$ cat src/rtl/vti_pkg.sv
// Shared types and constants for the VLAN tag inserter.
`timescale 1ns / 1ps

package vti_pkg;

    localparam int unsigned AddrBytes    = 12;
    localparam int unsigned TagBytes     = 4;
    localparam int unsigned IdxW         = 4;
    localparam int unsigned TagCntW      = 3;
    localparam int unsigned CfgAddrW     = 3;
    localparam int unsigned CfgDataW     = 16;
    localparam int unsigned VidW         = 12;
    localparam logic [15:0] Ethertype8021q = 16'h8100;

    // byte_index value of the last address byte
    localparam logic [IdxW-1:0] LastAddrIdx = IdxW'(AddrBytes - 1);
    // saturation value of byte_index
    localparam logic [IdxW-1:0] SatIdx      = IdxW'(AddrBytes);
    localparam logic [TagCntW-1:0] TagCntFull = TagCntW'(TagBytes);

    typedef enum logic [CfgAddrW-1:0] {
        CFG_TAG_CONTROL   = 3'd0,
        CFG_USE_FRAME_TAG = 3'd1,
        CFG_NATIVE_EN     = 3'd2,
        CFG_NATIVE_VID    = 3'd3,
        CFG_TAG_PROTOCOL  = 3'd4
    } t_cfg_idx;

    typedef struct packed {
        logic [15:0]     tag_control_word;
        logic            use_frame_tag;
        logic            native_match_enable;
        logic [VidW-1:0] native_vlan_id;
        logic [15:0]     tag_protocol_id;
    } t_cfg;

endpackage

$ cat src/rtl/vti_cfg_regs.sv
// Configuration register file of the VLAN tag inserter.
`timescale 1ns / 1ps

module vti_cfg_regs
    import vti_pkg::*;
(
    input  logic                i_clk,
    input  logic                i_rst_n,
    input  logic                i_cfg_we,
    input  logic [CfgAddrW-1:0] i_cfg_addr,
    input  logic [CfgDataW-1:0] i_cfg_wdata,
    output t_cfg                o_cfg
);

    t_cfg r_cfg;
    t_cfg n_cfg;

    always_comb begin
        n_cfg = r_cfg;
        if (i_cfg_we) begin
            case (i_cfg_addr)
                CFG_TAG_CONTROL:   n_cfg.tag_control_word    = i_cfg_wdata;
                CFG_USE_FRAME_TAG: n_cfg.use_frame_tag       = i_cfg_wdata[0];
                CFG_NATIVE_EN:     n_cfg.native_match_enable = i_cfg_wdata[0];
                CFG_NATIVE_VID:    n_cfg.native_vlan_id      = i_cfg_wdata[VidW-1:0];
                CFG_TAG_PROTOCOL:  n_cfg.tag_protocol_id     = i_cfg_wdata;
                default:           n_cfg = r_cfg;   // unmapped index: ignored
            endcase
        end
    end

    always_ff @(posedge i_clk) begin
        if (!i_rst_n) begin
            r_cfg.tag_control_word    <= '0;
            r_cfg.use_frame_tag       <= 1'b0;
            r_cfg.native_match_enable <= 1'b1;
            r_cfg.native_vlan_id      <= '0;
            r_cfg.tag_protocol_id     <= Ethertype8021q;
        end else begin
            r_cfg <= n_cfg;
        end
    end

    assign o_cfg = r_cfg;

endmodule

$ cat src/rtl/vlan_tag_inserter.sv
// Top level: 802.1Q tag insertion on a byte stream.
`timescale 1ns / 1ps
//
//  channel | ports              | payload
//  --------+--------------------+------------------------------------------
//  in      | i_s_t*, o_s_tready | tdata: in_byte; tlast: in_last;
//          |                    | tuser: frame_tag
//  out     | o_m_t*, i_m_tready | tdata: out_byte; tlast: out_last
//  config  | i_cfg_*            | index 0..4, 16-bit write data
//
//  One byte per cycle in and out while nothing holds the flow; each byte passes
//  through one output register. After the twelfth byte of a tagged frame the
//  input holds while the four tag bytes leave from the same output register
//  (tag byte counter). Synchronous active-low reset clears frame state and
//  output valid. A stalled output holds its byte; input is taken in the same
//  cycle that register frees, unless tag bytes are still owed.

module vlan_tag_inserter
    import vti_pkg::*;
(
    input  logic                i_clk,
    input  logic                i_rst_n,
    input  logic                i_s_tvalid,
    output logic                o_s_tready,
    input  logic [7:0]          i_s_tdata,   // [7:0] in_byte
    input  logic                i_s_tlast,
    input  logic [15:0]         i_s_tuser,   // [15:0] frame_tag
    output logic                o_m_tvalid,
    input  logic                i_m_tready,
    output logic [7:0]          o_m_tdata,   // [7:0] out_byte
    output logic                o_m_tlast,
    input  logic                i_cfg_we,
    input  logic [CfgAddrW-1:0] i_cfg_addr,
    input  logic [CfgDataW-1:0] i_cfg_wdata
);

    t_cfg cfg;

    vti_cfg_regs u_cfg (
        .i_clk       (i_clk),
        .i_rst_n     (i_rst_n),
        .i_cfg_we    (i_cfg_we),
        .i_cfg_addr  (i_cfg_addr),
        .i_cfg_wdata (i_cfg_wdata),
        .o_cfg       (cfg)
    );

    logic [IdxW-1:0]    r_byte_index, n_byte_index;
    logic [15:0]        r_latched_ctl, n_latched_ctl;
    logic               r_insert, n_insert;
    logic [TagCntW-1:0] r_tag_cnt, n_tag_cnt;
    logic               r_pend_last, n_pend_last;
    logic               r_out_valid, n_out_valid;
    logic [7:0]         r_out_byte, n_out_byte;
    logic               r_out_last, n_out_last;

    logic        out_free;
    logic        s_xfer;
    logic [15:0] ctl_now;
    logic        ins_now;

    assign out_free   = !r_out_valid || i_m_tready;
    assign o_s_tready = (r_tag_cnt == '0) && out_free;
    assign s_xfer     = i_s_tvalid && o_s_tready;

    // control word and tag decision are taken on the first byte of a frame
    always_comb begin
        if (r_byte_index == '0) begin
            ctl_now = cfg.use_frame_tag ? i_s_tuser : cfg.tag_control_word;
            ins_now = !(cfg.native_match_enable &&
                        (ctl_now[VidW-1:0] == cfg.native_vlan_id));
        end else begin
            ctl_now = r_latched_ctl;
            ins_now = r_insert;
        end
    end

    always_comb begin
        n_byte_index  = r_byte_index;
        n_latched_ctl = r_latched_ctl;
        n_insert      = r_insert;
        n_tag_cnt     = r_tag_cnt;
        n_pend_last   = r_pend_last;
        n_out_valid   = r_out_valid;
        n_out_byte    = r_out_byte;
        n_out_last    = r_out_last;

        if (out_free) begin
            n_out_valid = 1'b0;
        end

        if (out_free && (r_tag_cnt != '0)) begin
            n_out_valid = 1'b1;
            n_tag_cnt   = r_tag_cnt - 1'b1;
            n_out_last  = 1'b0;
            case (r_tag_cnt)
                3'd4:    n_out_byte = cfg.tag_protocol_id[15:8];
                3'd3:    n_out_byte = cfg.tag_protocol_id[7:0];
                3'd2:    n_out_byte = r_latched_ctl[15:8];
                default: begin
                    n_out_byte = r_latched_ctl[7:0];
                    n_out_last = r_pend_last;
                end
            endcase
        end else if (s_xfer) begin
            n_out_valid   = 1'b1;
            n_out_byte    = i_s_tdata;
            n_latched_ctl = ctl_now;
            n_insert      = ins_now;
            if (ins_now && (r_byte_index == LastAddrIdx)) begin
                n_out_last  = 1'b0;
                n_tag_cnt   = TagCntFull;
                n_pend_last = i_s_tlast;
            end else begin
                n_out_last = i_s_tlast;
            end
            if (i_s_tlast) begin
                n_byte_index = '0;
                n_insert     = 1'b0;
            end else if (r_byte_index < SatIdx) begin
                n_byte_index = r_byte_index + 1'b1;
            end
        end
    end

    always_ff @(posedge i_clk) begin
        if (!i_rst_n) begin
            r_byte_index  <= '0;
            r_latched_ctl <= '0;
            r_insert      <= 1'b0;
            r_tag_cnt     <= '0;
            r_pend_last   <= 1'b0;
            r_out_valid   <= 1'b0;
        end else begin
            r_byte_index  <= n_byte_index;
            r_latched_ctl <= n_latched_ctl;
            r_insert      <= n_insert;
            r_tag_cnt     <= n_tag_cnt;
            r_pend_last   <= n_pend_last;
            r_out_valid   <= n_out_valid;
        end
    end

    always_ff @(posedge i_clk) begin
        r_out_byte <= n_out_byte;
        r_out_last <= n_out_last;
    end

    assign o_m_tvalid = r_out_valid;
    assign o_m_tdata  = r_out_byte;
    assign o_m_tlast  = r_out_last;

    // a frame end never leaves while tag bytes are still owed
    a_last_after_tag: assert property (@(posedge i_clk) disable iff (!i_rst_n)
        (r_out_valid && r_out_last) |-> (r_tag_cnt == '0))
        else $error("frame end emitted with tag bytes pending");

    a_idx_sat: assert property (@(posedge i_clk) disable iff (!i_rst_n)
        r_byte_index <= SatIdx)
        else $error("byte index past saturation");

    a_tag_cnt_range: assert property (@(posedge i_clk) disable iff (!i_rst_n)
        r_tag_cnt <= TagCntFull)
        else $error("tag counter out of range");

    // tag bytes only follow the last address byte
    a_tag_pos: assert property (@(posedge i_clk) disable iff (!i_rst_n)
        (r_tag_cnt != '0) |-> ((r_byte_index == SatIdx) || (r_byte_index == '0)))
        else $error("tag insertion outside header position");

    a_tag_start: assert property (@(posedge i_clk) disable iff (!i_rst_n)
        (s_xfer && ins_now && (r_byte_index == LastAddrIdx)) |=>
        (r_tag_cnt == TagCntFull) && r_out_valid && !r_out_last)
        else $error("tag sequence did not start after address bytes");

endmodule

$ cat config.mk
export PLATFORM = sky130hd
export DESIGN_NAME = vlan_tag_inserter
export DESIGN_NICKNAME = d
export VERILOG_FILES = /design/src/rtl/vti_pkg.sv /design/src/rtl/vti_cfg_regs.sv /design/src/rtl/vlan_tag_inserter.sv
export SDC_FILE = /design/constraint.sdc
export NUM_CORES = 1
export LEC_CHECK = 0
export ABC_AREA = 0
export BUFFER_PORTS_ARGS = -buffer_cell sky130_fd_sc_hd__buf_2
export CAP_MARGIN = 40
export CORE_MARGIN = 2
export CORE_UTILIZATION = 45
export CTS_BUF_LIST = sky130_fd_sc_hd__clkbuf_2 sky130_fd_sc_hd__clkbuf_4 sky130_fd_sc_hd__clkbuf_8
export DETAILED_ROUTE_END_ITERATION = 16
export PLACE_DENSITY = 0.66
export SYNTH_ARGS = -nofsm -noshare
export SYNTH_HDL_FRONTEND = slang
export SYNTH_HIERARCHICAL = 1
export SYNTH_SLANG_ARGS = --single-unit
$ cat constraint.sdc
create_clock -name i_clk -period 3.6 [get_ports i_clk]
set_clock_uncertainty 0.2 [all_clocks]
set_input_delay 0.18 -clock i_clk [delete_from_list [all_inputs] [get_ports i_clk]]
set_output_delay 0.18 -clock i_clk [all_outputs]
set_load 0.005 [all_outputs]
Word-level counts from Yosys, hierarchy flattened
Cells that the tools add are included.

storage, ports and cells
  register bits = 81
  input port bits = 49
  word-level logic and storage cells = 71

cells by class
  add/subtract/negate cells = 2
  order comparisons = 1
  eq/ne operators = 9
  muxes and demuxes = 18
  bitwise logic cells = 1
  reduce and logical (&&, ||, !) cells = 27

operator list
  cell                   number
  $pmux W8 S3            1
  $mux W16               1
  $mux W8                2
  $reduce_and A2 Y1      7
  $eq A12 B12 Y1         1
  $eq A3 B2 Y1 const B   4
  $mux W1                9
  $mux W3                3
  $reduce_and A3 Y1      3
  $mux W4                2
  $eq A3 B3 Y1 const B   2
  $logic_not A3 Y1       2
  $reduce_bool A2 Y1     3
  $reduce_bool A3 Y1     2
  $logic_and A1 B1 Y1    5
  $add A4 B1 Y4 const B  1
  $eq A4 B4 Y1 const B   1
  $logic_not A4 Y1       1
  $lt A4 B4 Y1 const B   1
  $eq A3 B1 Y1 const B   1
  $reduce_or A3 Y1       1
  $sub A3 B1 Y3 const B  1
  $logic_not A1 Y1       2
  $logic_or A1 B1 Y1     1
  $not A1 Y1             1

Depth between registers and ports, before layout
Gate-level depths: netlist of the first run.

  depth in word-level cells = 9
  mapped depth = 10

Modules after synthesis
Netlist of the first run, hierarchy kept.

by module, submodules not included
  module             instances  cells each  area each (um^2)  sequential area each (um^2)
  vlan_tag_inserter  1          222         2055.7            790.8
  vti_cfg_regs       1          174         1785.5            920.9

Worst setup path before layout of the first run
No wires, ideal clock.

  path kind = flip-flop to flip-flop
  start point = register r_tag_cnt[0]
  end point = register r_out_byte[0], in the netlist o_m_tdata[0], enable pin
  library setup time = 307 ps
  data arrival time = 1490 ps
  path slack = 1603 ps
  stages on the path, launching flop included = 8
  buffers on the path = 2
  clock period less this slack = 1997 ps
  cells stage by stage = dfxtp_1 > inv_1 > ha_1 > inv_1 > o21ai_0 > buf_2 > buf_2 > nand2_1

between the ends
  word-level cells in the longest chain between the ends = 4
  elaborated cells between the ends (all ways) = 6

ends and longest elaborated chain
  item                              line                      text
  start: declaration                vlan_tag_inserter.sv:51   logic [TagCntW-1:0] r_tag_cnt, n_tag_cnt;
  start signal: assignment          vlan_tag_inserter.sv:138  r_tag_cnt <= n_tag_cnt;
  $logic_not A3 Y1                  vlan_tag_inserter.sv:63   assign o_s_tready = (r_tag_cnt == '0) && out_free;
  $logic_and A1 B1 Y1               vlan_tag_inserter.sv:63
  $logic_and A1 B1 Y1               vlan_tag_inserter.sv:64   assign s_xfer = i_s_tvalid && o_s_tready;
  $reduce_bool A2 Y1 (no line) (*)  n/a
  end signal: assignment            vlan_tag_inserter.sv:145  r_out_byte <= n_out_byte;
  end: declaration                  vlan_tag_inserter.sv:54   logic [7:0] r_out_byte, n_out_byte;

Mark *: on every way between the ends. The rest lies on a longest branch, timed or not.
A chain may end at the register's enable or synchronous reset.

Final worst setup path of the first run
  start point = register r_tag_cnt[0]
  end point = register r_latched_ctl[5]

between the ends
  word-level cells in the longest chain between the ends = 4
  elaborated cells between the ends (all ways) = 7

ends and longest elaborated chain
  item                                                    line                                              text
  $logic_not A3 Y1 or $reduce_bool A3 Y1 (tied branches)  vlan_tag_inserter.sv:63, vlan_tag_inserter.sv:92
  $logic_and A1 B1 Y1, on equally long branches           vlan_tag_inserter.sv:63, vlan_tag_inserter.sv:92
  $logic_and A1 B1 Y1 or $not A1 Y1 (tied branches)       n/a
  $reduce_and A3 Y1 (no line) (*)                         n/a
  end signal: assignment                                  vlan_tag_inserter.sv:136                          r_latched_ctl <= n_latched_ctl;
  end: declaration                                        vlan_tag_inserter.sv:49                           logic [15:0] r_latched_ctl, n_latched_ctl;

Marked as above.

==> implementation parameters, run 1 <==
Parameter                              Value

Power and ir drop
  Total power draw ... 2.87 mW
  Static power due to leakage ... 2.05 nW
  Worst vdd ir ... 257 uV
  Switching Fraction ... 0.311
  Power per cell area ... 613 nW/um^2
  Fraction of power consumed by the clock network ... 0.300
  Share of total power in sequential cells ... 0.416
  Portion of total power attributed to combinational logic ... 0.284
  Internal Dissipation ... 1.98 mW
  Net switching power of the design ... 0.891 mW

Clock tree
  Number of H-tree levels ... 3
  Clock sink total ... 81
  Buffer depth of the longest clock path ... 2
  Clock tree from TritonCTS ... yes
  Setup bufs post-CTS ... 0
  Gates resized, CTS repair ... 0
  Clock Pin Slew Worst Setup and Hold Paths ... 0.09 ns
  Root buffer selected by CTS ... clkbuf_8
  Cts bufs inserted ... 9
  Clk Latency, worst-skew pair ... 0.34 ns

Global routing
  Global route overflow ... 0
  Antenna violations before repair ... 0
  Via count of the first global-routing pass ... 2974
  Global-route usage over all layers ... 0.201
  Pin count of the biggest net entering global routing ... 47
  Wire length of the first global-routing pass ... 14300 microns

Worst hold path
  Hold WC Path Type ... in -> reg
  Capture endpoint of the worst hold path ... r_latched_ctl[15]
  Cell depth of the worst min-delay path ... 4
  Hold path startpoint ... i_s_tuser[15]

Route
  Remaining antenna violation count ... 0
  DRC violations left ... 0
  Vias ... 3057
  Routed wire length per instance ... 15.3 microns
  Post-detailed-route via-to-cell ratio ... 5.25
  First-pass iteration count of the detailed router ... 4
  Total detailed-routing wirelength ... 8900 microns
  DRC marker count from the first detailed-route iteration ... 192

Placement
  Detailed placement HPWL ... 6260 microns
  Placed Cells incl. Taps ... 538
  Routability congestion estimate ... 0.795
  Number of input and output port buffers inserted ... 59
  Placed Area ... 4140 sq um

Die
  Row cnt ... 33
  CORE AREA ... 8260 sq um
  Die width ... 96.4 microns
  Starting density of the core ... 0.465
  Die area ... 9290 sq um
  Count of pins on the block boundary ... 60
  Vertical extent of the die ... 96.4 microns

Worst setup path
  Worst R2R Start ... r_tag_cnt[0]
  CP Data Arrival Time ... 2.19 ns
  Setup CP Type ... reg -> reg
  Reg2reg path depth ... 8
  Worst-path fanout max ... 33
  FF-to-FF setup slack ... 1.45 ns
  Type of destination of the critical path ... flop
  Required time at the worst-slack endpoint ... 3.64 ns
  Type of origin of the critical path ... flop
  Worst R2R End ... r_latched_ctl[5]

Synth
  Synthesis Warnings ... 6
  Mapped Nets ... 451
  Count of cell types in the netlist ... 38
  Number of instances in the synthesized netlist ... 396
  Synth area leaders ... dfxtp_1, mux2i_1, nand2_1
  Area share of the largest cell type after synthesis ... 0.375
  Synthesized area ... 3840 sq um
  Synthesized area per cell ... 9.70 sq um
  Seq cells post-synth ... 81
  Top cell type by total area after synthesis ... dfxtp_1
  Share of synthesized area occupied by flip-flops and latches ... 0.446

Layout
  Final std cell area, no fill ... 4680 sq um
  Fraction of layout instances using a drive strength above 1 ... 0.187
  Area Overhead vs Synth ... 21.8%
  Final net count ... 527
  Filler Cell Count ... 736
  Number of standard cells in the final layout excluding fillers ... 582
  Ant diodes ... 0

STA
  Rel. slew slack ... 0.469
  Setup repair after global routing missed its margin ... no
  Final Hold Violating Endpoints ... 0
  Pin slew with the least headroom to its limit ... 0.796 ns
  Number of pins exceeding their max-slew limit in the final report ... 0
  Worst slack on hold paths ... 0.0142 ns
  Summed negative setup slack over all endpoints ... 0 ns
  Min Clock Period, post-route ... 2.15 ns
  Post-route clock period utilization ... 0.596
  Achievable frequency ... 0.466 GHz
  Setup Viol. Count Final ... 0

Job
  Max Cap Violations ... 0

Status
  Result of the run ... finished clean
-- flip-flops by register name (all words and copies together), names as in the netlist --
signal	count
r_latched_ctl	16
r_insert	1
u_cfg/o_cfg	46
r_tag_cnt	3
o_m_tdata	8
o_m_tvalid	1
o_m_tlast	1
r_pend_last	1
r_byte_index	4
-- worst max-delay path by stage --
stage                  from                to  slack [ns]
2_1_floorplan  r_tag_cnt[0]      o_m_tdata[0]        1.60
3_3_place_gp   r_tag_cnt[0]  r_latched_ctl[5]        1.48
3_5_place_dp   r_tag_cnt[0]  r_latched_ctl[5]        1.46
4_1_cts        r_tag_cnt[0]  r_latched_ctl[4]        1.46
5_1_grt        r_tag_cnt[0]          r_insert        1.31
6_report       r_tag_cnt[0]  r_latched_ctl[5]        1.45
-- critical path, cell delays in order, from the launching register on --
cell     delay (ns)
dfxtp_1        0.34
inv_1          0.12
ha_1           0.20
nor2b_2        0.20
and3_4         0.24
and3_1         0.16
buf_4          0.30
nand2_1        0.13
o211a_1        0.15
-- power by group through the flow --
| stage | Sequential (mW) | Clock (mW) | Combinational [mW] |
|---|---|---|---|
| after global routing | 1.21 | 0.909 | 0.925 |
| final | 1.19 | 0.860 | 0.814 |
| after CTS | 1.19 | 0.875 | 0.815 |
| after floorplan | 1.19 | 0 | 0.615 |
| after global placement | 1.21 | 0 | 0.774 |
| after detailed placement | 1.21 | 0 | 0.784 |
-- kinds of logic after synthesis --
group / after synthesis / share of synthesized area
and+or+nand+nor: 139 / 0.166
DFF: 81 / 0.446
muxes: 62 / 0.162
AOI/OAI and AO/OA: 61 / 0.121
buffers and inverters: 35 / 0.0590
xor gates and xnor gates: 12 / 0.0274
adders and majority gates: 6 / 0.0195
-- timing repair --
action,CTS,global route
hold buffers,28,0
setup endpoints to repair,0,0
endpoints found under the hold margin,55,0
-- area by class of cell --
| type | instances | area, sq um | share of cell area |
|---|---|---|---|
| clock inverters | 6 | 130 | 0.0278 |
| clock buffers | 10 | 131 | 0.0281 |
| inverters | 7 | 26.3 | 0.00561 |
| well taps | 105 | 131 | 0.0281 |
| multi-input cells | 280 | 1910 | 0.409 |
| repair buffers | 93 | 637 | 0.136 |
| flip-flops and latches | 81 | 1710 | 0.366 |
-- placed cells by master (no fill, tap or decap), drive strengths merged --
cell type / count
a22oi: 8
xnor2: 2
bufinv: 4
mux2i: 62
a21boi: 5
ha: 6
nor2b: 10
a221oi: 8
nor4b: 1
nand4: 3
o21a: 2
buf: 65
nand3: 6
nand4b: 2
clkbuf: 10
nand2b: 1
and3: 3
a21oi: 4
xor2: 10
nor2: 19
nand2: 89
and2: 2
a311oi: 1
and4bb: 3
a32oi: 1
a31oi: 2
o211a: 16
dlygate4sd3: 28
o21ai: 13
edfxtp: 9
dfxtp: 72
inv: 7
clkinv: 2
o21bai: 1
-- Yosys cell counts (all sizes together) --
cell type,instances
nand2,89
dfxtp,72
mux2i,62
nor2,19
buf,16
o211a,16
o21ai,13
clkbuf,12
nor2b,10
xor2,10
edfxtp,9
a221oi,8
a22oi,8
inv,7
ha,6
nand3,6
a21boi,5
a21oi,4
and3,3
and4bb,3
nand4,3
a31oi,2
and2,2
nand4b,2
o21a,2
xnor2,2
a311oi,1
a32oi,1
nand2b,1
nor4b,1
o21bai,1
-- per-layer routing --
| layer | track usage | wire [microns] |
|---|---|---|
| met1 | 0.280 | 4340 |
| met2 | 0.303 | 3960 |
| met3 | 0.0357 | 462 |
| met4 | 0.0927 | 145 |
| met5 | 0 | 0 |
-- per-stage QoR --
step	worst slack (ns)	util
after global routing	1.31	0.567
after global placement	1.48	0.500
after detailed placement	1.46	0.501
after floorplan	1.60	-
after CTS	1.46	0.567
final	1.45	0.567
(Power assumes the default switching activity.)
==> run 2, diff against run 1 <==
Settings changed: ABC_AREA 0 to 1, PLACE_DENSITY 0.66 to 0.65.
Clock period 3.6 ns to 2.16 ns, I/O delays scaled along.
==> run 2 against run 1 <==
  * Combinational power grew 73%
  * Clock-buffer cell count grew 1
  * Register-to-register slack lost 1.4 ns
  * Power grew 54%
  * Synthesized cell count grew 51%
  * Maximum frequency grew 3.3%
  * Die area grew 6.7%
  * Critical path depth shrank 1
  * Utilization grew 1.2 points
  * Clock power grew 27%
  * Critical path type unchanged
==> implementation parameters, run 2 <==
Parameter                              Value

Route
  Post-detailed-route via-to-cell ratio ... 5.02 (was 5.25)
  DRC violations left ... 0 (unchanged)
  Routed wire length per instance ... 13.4 microns (was 15.3 microns)
  Remaining antenna violation count ... 0 (unchanged)
  Vias ... 4056 (was 3057)
  First-pass iteration count of the detailed router ... 5 (was 4)
  DRC marker count from the first detailed-route iteration ... 195 (was 192)
  Total detailed-routing wirelength ... 10800 microns (was 8900 microns)

Clock tree
  Clock sink total ... 81 (unchanged)
  Clock tree from TritonCTS ... yes (unchanged)
  Clock Pin Slew Worst Setup and Hold Paths ... 0.08 ns (was 0.09 ns)
  Clk Latency, worst-skew pair ... 0.35 ns (was 0.34 ns)
  Cts bufs inserted ... 9 (unchanged)
  Setup bufs post-CTS ... 0 (unchanged)
  Buffer depth of the longest clock path ... 2 (unchanged)
  Number of H-tree levels ... 3 (unchanged)
  Root buffer selected by CTS ... clkbuf_8 (unchanged)

Synth
  Async SR Flop Fraction ... 0 (unchanged)
  Count of cell types in the netlist ... 38 (unchanged)
  Cell with the most instances after synthesis ... nand2_1 (unchanged)
  Most common library cells after synthesis ... nand2_1, nor2_1, dfxtp_1 (was nand2_1, dfxtp_1, mux2i_1)
  Largest family of logic cells by synthesized area ... simple AND/OR/NAND/NOR gates (unchanged)
  Adder and majority gate portion of the synthesized area ... 0.0183 (was 0.0195)
  Mapped Nets ... 652 (was 451)
  Synthesized area ... 4110 sq um (was 3840 sq um)
  Share of the synthesized area in compound gates (AO/OA/AOI/OAI) ... 0.0858 (was 0.121)
  Synth area leaders ... dfxtp_1, nand2_1, nor2_1 (was dfxtp_1, mux2i_1, nand2_1)
  Number of enable flip-flop cells after synthesis ... 9 (unchanged)
  Synthesis Warnings ... 6 (unchanged)
  Share of synthesized area occupied by flip-flops and latches ... 0.416 (was 0.446)
  Synthesized area per cell ... 6.89 sq um (was 9.70 sq um)
  Share of cell area taken by muxes after synthesis ... 0 (was 0.162)
  Area share of the largest cell type after synthesis ... 0.351 (was 0.375)
  Post-synthesis share of cell area spent on xor and xnor gates ... 0.00213 (was 0.0274)
  Seq cells post-synth ... 81 (unchanged)
  Basic-gate share of the synthesized area counting and, or, nand and nor cells ... 0.379 (was 0.166)
  Synth Flop Type ... dfxtp_1 (unchanged)
  Top cell type by total area after synthesis ... dfxtp_1 (unchanged)
  Number of instances in the synthesized netlist ... 597 (was 396)

Die
  Die area ... 9920 sq um (was 9290 sq um)
  CORE AREA ... 8810 sq um (was 8260 sq um)
  Starting density of the core ... 0.467 (was 0.465)
  Count of pins on the block boundary ... 60 (unchanged)
  Vertical extent of the die ... 99.6 microns (was 96.4 microns)
  Row cnt ... 34 (was 33)
  Die width ... 99.6 microns (was 96.4 microns)

Global routing
  Global-route usage over all layers ... 0.227 (was 0.201)
  Antenna violations before repair ... 0 (unchanged)
  Grt met2 use ... 0.378 (was 0.303)
  Met3 routing resource usage after global routing ... 0.0492 (was 0.0357)
  Pin count of the biggest net entering global routing ... 54 (was 47)
  Global route overflow ... 0 (unchanged)
  Via count of the first global-routing pass ... 3832 (was 2974)
  Global route hottest layer ... met2 (unchanged)
  Global routing met1 resource utilization ... 0.296 (was 0.280)
  Wire length of the first global-routing pass ... 18000 microns (was 14300 microns)

STA
  Final Hold Violating Endpoints ... 0 (unchanged)
  Setup repair after global routing missed its margin ... yes (was no)
  Summed negative setup slack over all endpoints ... 0 ns (unchanged)
  Rel. slew slack ... 0.611 (was 0.469)
  Setup Viol. Count Final ... 0 (unchanged)
  Fin worst setup slack ... 0.0824 ns (was 1.45 ns)
  Number of pins exceeding their max-slew limit in the final report ... 0 (unchanged)
  Pin slew with the least headroom to its limit ... 0.582 ns (was 0.796 ns)
  Achievable frequency ... 0.481 GHz (was 0.466 GHz)
  Post-route clock period utilization ... 0.962 (was 0.596)
  Min Clock Period, post-route ... 2.08 ns (was 2.15 ns)

Worst setup path
  Worst R2R End ... o_m_tdata[7] (was r_latched_ctl[5])
  Required time at the worst-slack endpoint ... 2.05 ns (was 3.64 ns)
  CP Data Arrival Time ... 1.97 ns (was 2.19 ns)
  Reg2reg path depth ... 7 (was 8)
  Worst-path fanout max ... 9 (was 33)
  FF-to-FF setup slack ... 0.08 ns (was 1.45 ns)
  Worst R2R Start ... r_tag_cnt[0] (unchanged)
  Setup CP Type ... reg -> reg (unchanged)
  Type of destination of the critical path ... flop (unchanged)
  Type of origin of the critical path ... flop (unchanged)

Power and ir drop
  Fraction of power consumed by the clock network ... 0.247 (was 0.300)
  Total power draw ... 4.41 mW (was 2.87 mW)
  Share of total power in sequential cells ... 0.433 (was 0.416)
  Switching Fraction ... 0.339 (was 0.311)
  Power per cell area ... 865 nW/um^2 (was 613 nW/um^2)
  Portion of total power attributed to combinational logic ... 0.320 (was 0.284)
  Internal Dissipation ... 2.92 mW (was 1.98 mW)
  Net switching power of the design ... 1.49 mW (was 0.891 mW)
  Worst vdd ir ... 427 uV (was 257 uV)
  Static power due to leakage ... 2.27 nW (was 2.05 nW)

Worst hold path
  Hold path startpoint ... i_s_tuser[0] (was i_s_tuser[15])
  Hold WC Path Type ... in -> reg (unchanged)
  Capture endpoint of the worst hold path ... r_latched_ctl[0] (was r_latched_ctl[15])
  Cell depth of the worst min-delay path ... 5 (was 4)

Layout
  Final std cell area, no fill ... 5090 sq um (was 4680 sq um)
  Most common library cell in the layout ignoring fill and taps ... nand2_1 (unchanged)
  Fraction of layout instances using a drive strength above 1 ... 0.171 (was 0.187)
  Filler Cell Count ... 860 (was 736)
  Area Overhead vs Synth ... 23.9% (was 21.8%)
  Ant diodes ... 0 (unchanged)
  Number of flip-flops in the largest register ... 46 (unchanged)
  Most frequent cells in the layout ... nand2_1, nor2_1, dfxtp_1 (was nand2_1, dfxtp_1, mux2i_1)
  Final net count ... 750 (was 527)

Placement
  Routability congestion estimate ... 0.857 (was 0.795)
  Detailed placement HPWL ... 7640 microns (was 6260 microns)
  Placed Area ... 4470 sq um (was 4140 sq um)
  Number of input and output port buffers inserted ... 59 (unchanged)
  Worst-case setup slack after placement ... 0.0223 ns (was 1.46 ns)

Job
  Max Cap Violations ... 0 (unchanged)

Status
  Result of the run ... finished clean (unchanged)
==> run 2: per-stage QoR <==
step | hold slack, ns | std cells | util
6_report | 0.000201 | 808 | 0.579
5_1_grt | 0.0219 | 808 | 0.579
4_1_cts | 0.000415 | 808 | 0.576
3_5_place_dp | 0.134 | 751 | 0.508
3_3_place_gp | 0.125 | 751 | 0.508
2_1_floorplan | 0.0212 | 597 | -
==> run 2: per-layer routing <==
| layer | vias to the layer above | wire (microns) |
|---|---|---|
| li1 | 2091 | - |
| met1 | 1822 | 4900 |
| met2 | 126 | 5050 |
| met3 | 17 | 640 |
| met4 | 0 | 241 |
| met5 | - | 0 |
==> run 2: logic make-up (layout without fill, tap and decap cells) <==
logic type	after synthesis	count (layout)
AOI/OAI and AO/OA	57	57
xor gates and xnor gates	1	1
adders and majority gates	6	6
buffers and inverters	85	188
DFF	81	81
and+or+nand+nor	367	367
==> run 2: layout make-up <==
cell class,instances,area (sq um),area share
multi-input cells,431,2000,0.393
flip-flops and latches,81,1710,0.336
repair buffers,111,805,0.158
inverters,61,244,0.0479
clock buffers,11,139,0.0273
well taps,108,135,0.0265
clock inverters,5,56.3,0.0111
==> run 2: power by group through the flow <==
stage | clock (mW) | sequential (mW) | combinational [mW]
floorplan | 0 | 1.92 | 0.918
global placement | 0 | 1.93 | 1.29
detailed placement | 0 | 1.94 | 1.32
CTS | 1.11 | 1.91 | 1.39
global route | 1.16 | 1.93 | 1.58
finish | 1.09 | 1.91 | 1.41
==> run 2: worst max-delay path by stage <==
stage | start | end
2_1_floorplan | r_tag_cnt[0] | o_m_tdata[5]
3_3_place_gp | r_tag_cnt[0] | o_m_tdata[7]
3_5_place_dp | r_tag_cnt[0] | o_m_tdata[7]
4_1_cts | r_tag_cnt[0] | o_m_tdata[7]
5_1_grt | r_tag_cnt[0] | o_m_tdata[2]
6_report | r_tag_cnt[0] | o_m_tdata[7]
==> run 2: critical path: stages, from the launching register on <==
cell and delay, ns:
dfxtp_1 0.39, inv_1 0.10, ha_1 0.23, nand2_1 0.11
clkinvlp_4 0.22, a22o_1 0.30, a21oi_1 0.15, a31oi_1 0.11
==> run 2: what timing repair did <==
item                                   in CTS  in global routing
endpoints found under the hold margin      71                  1
gates resized for setup                     0                  5
hold buffers                               41                  1
setup endpoints to repair                   0                 11
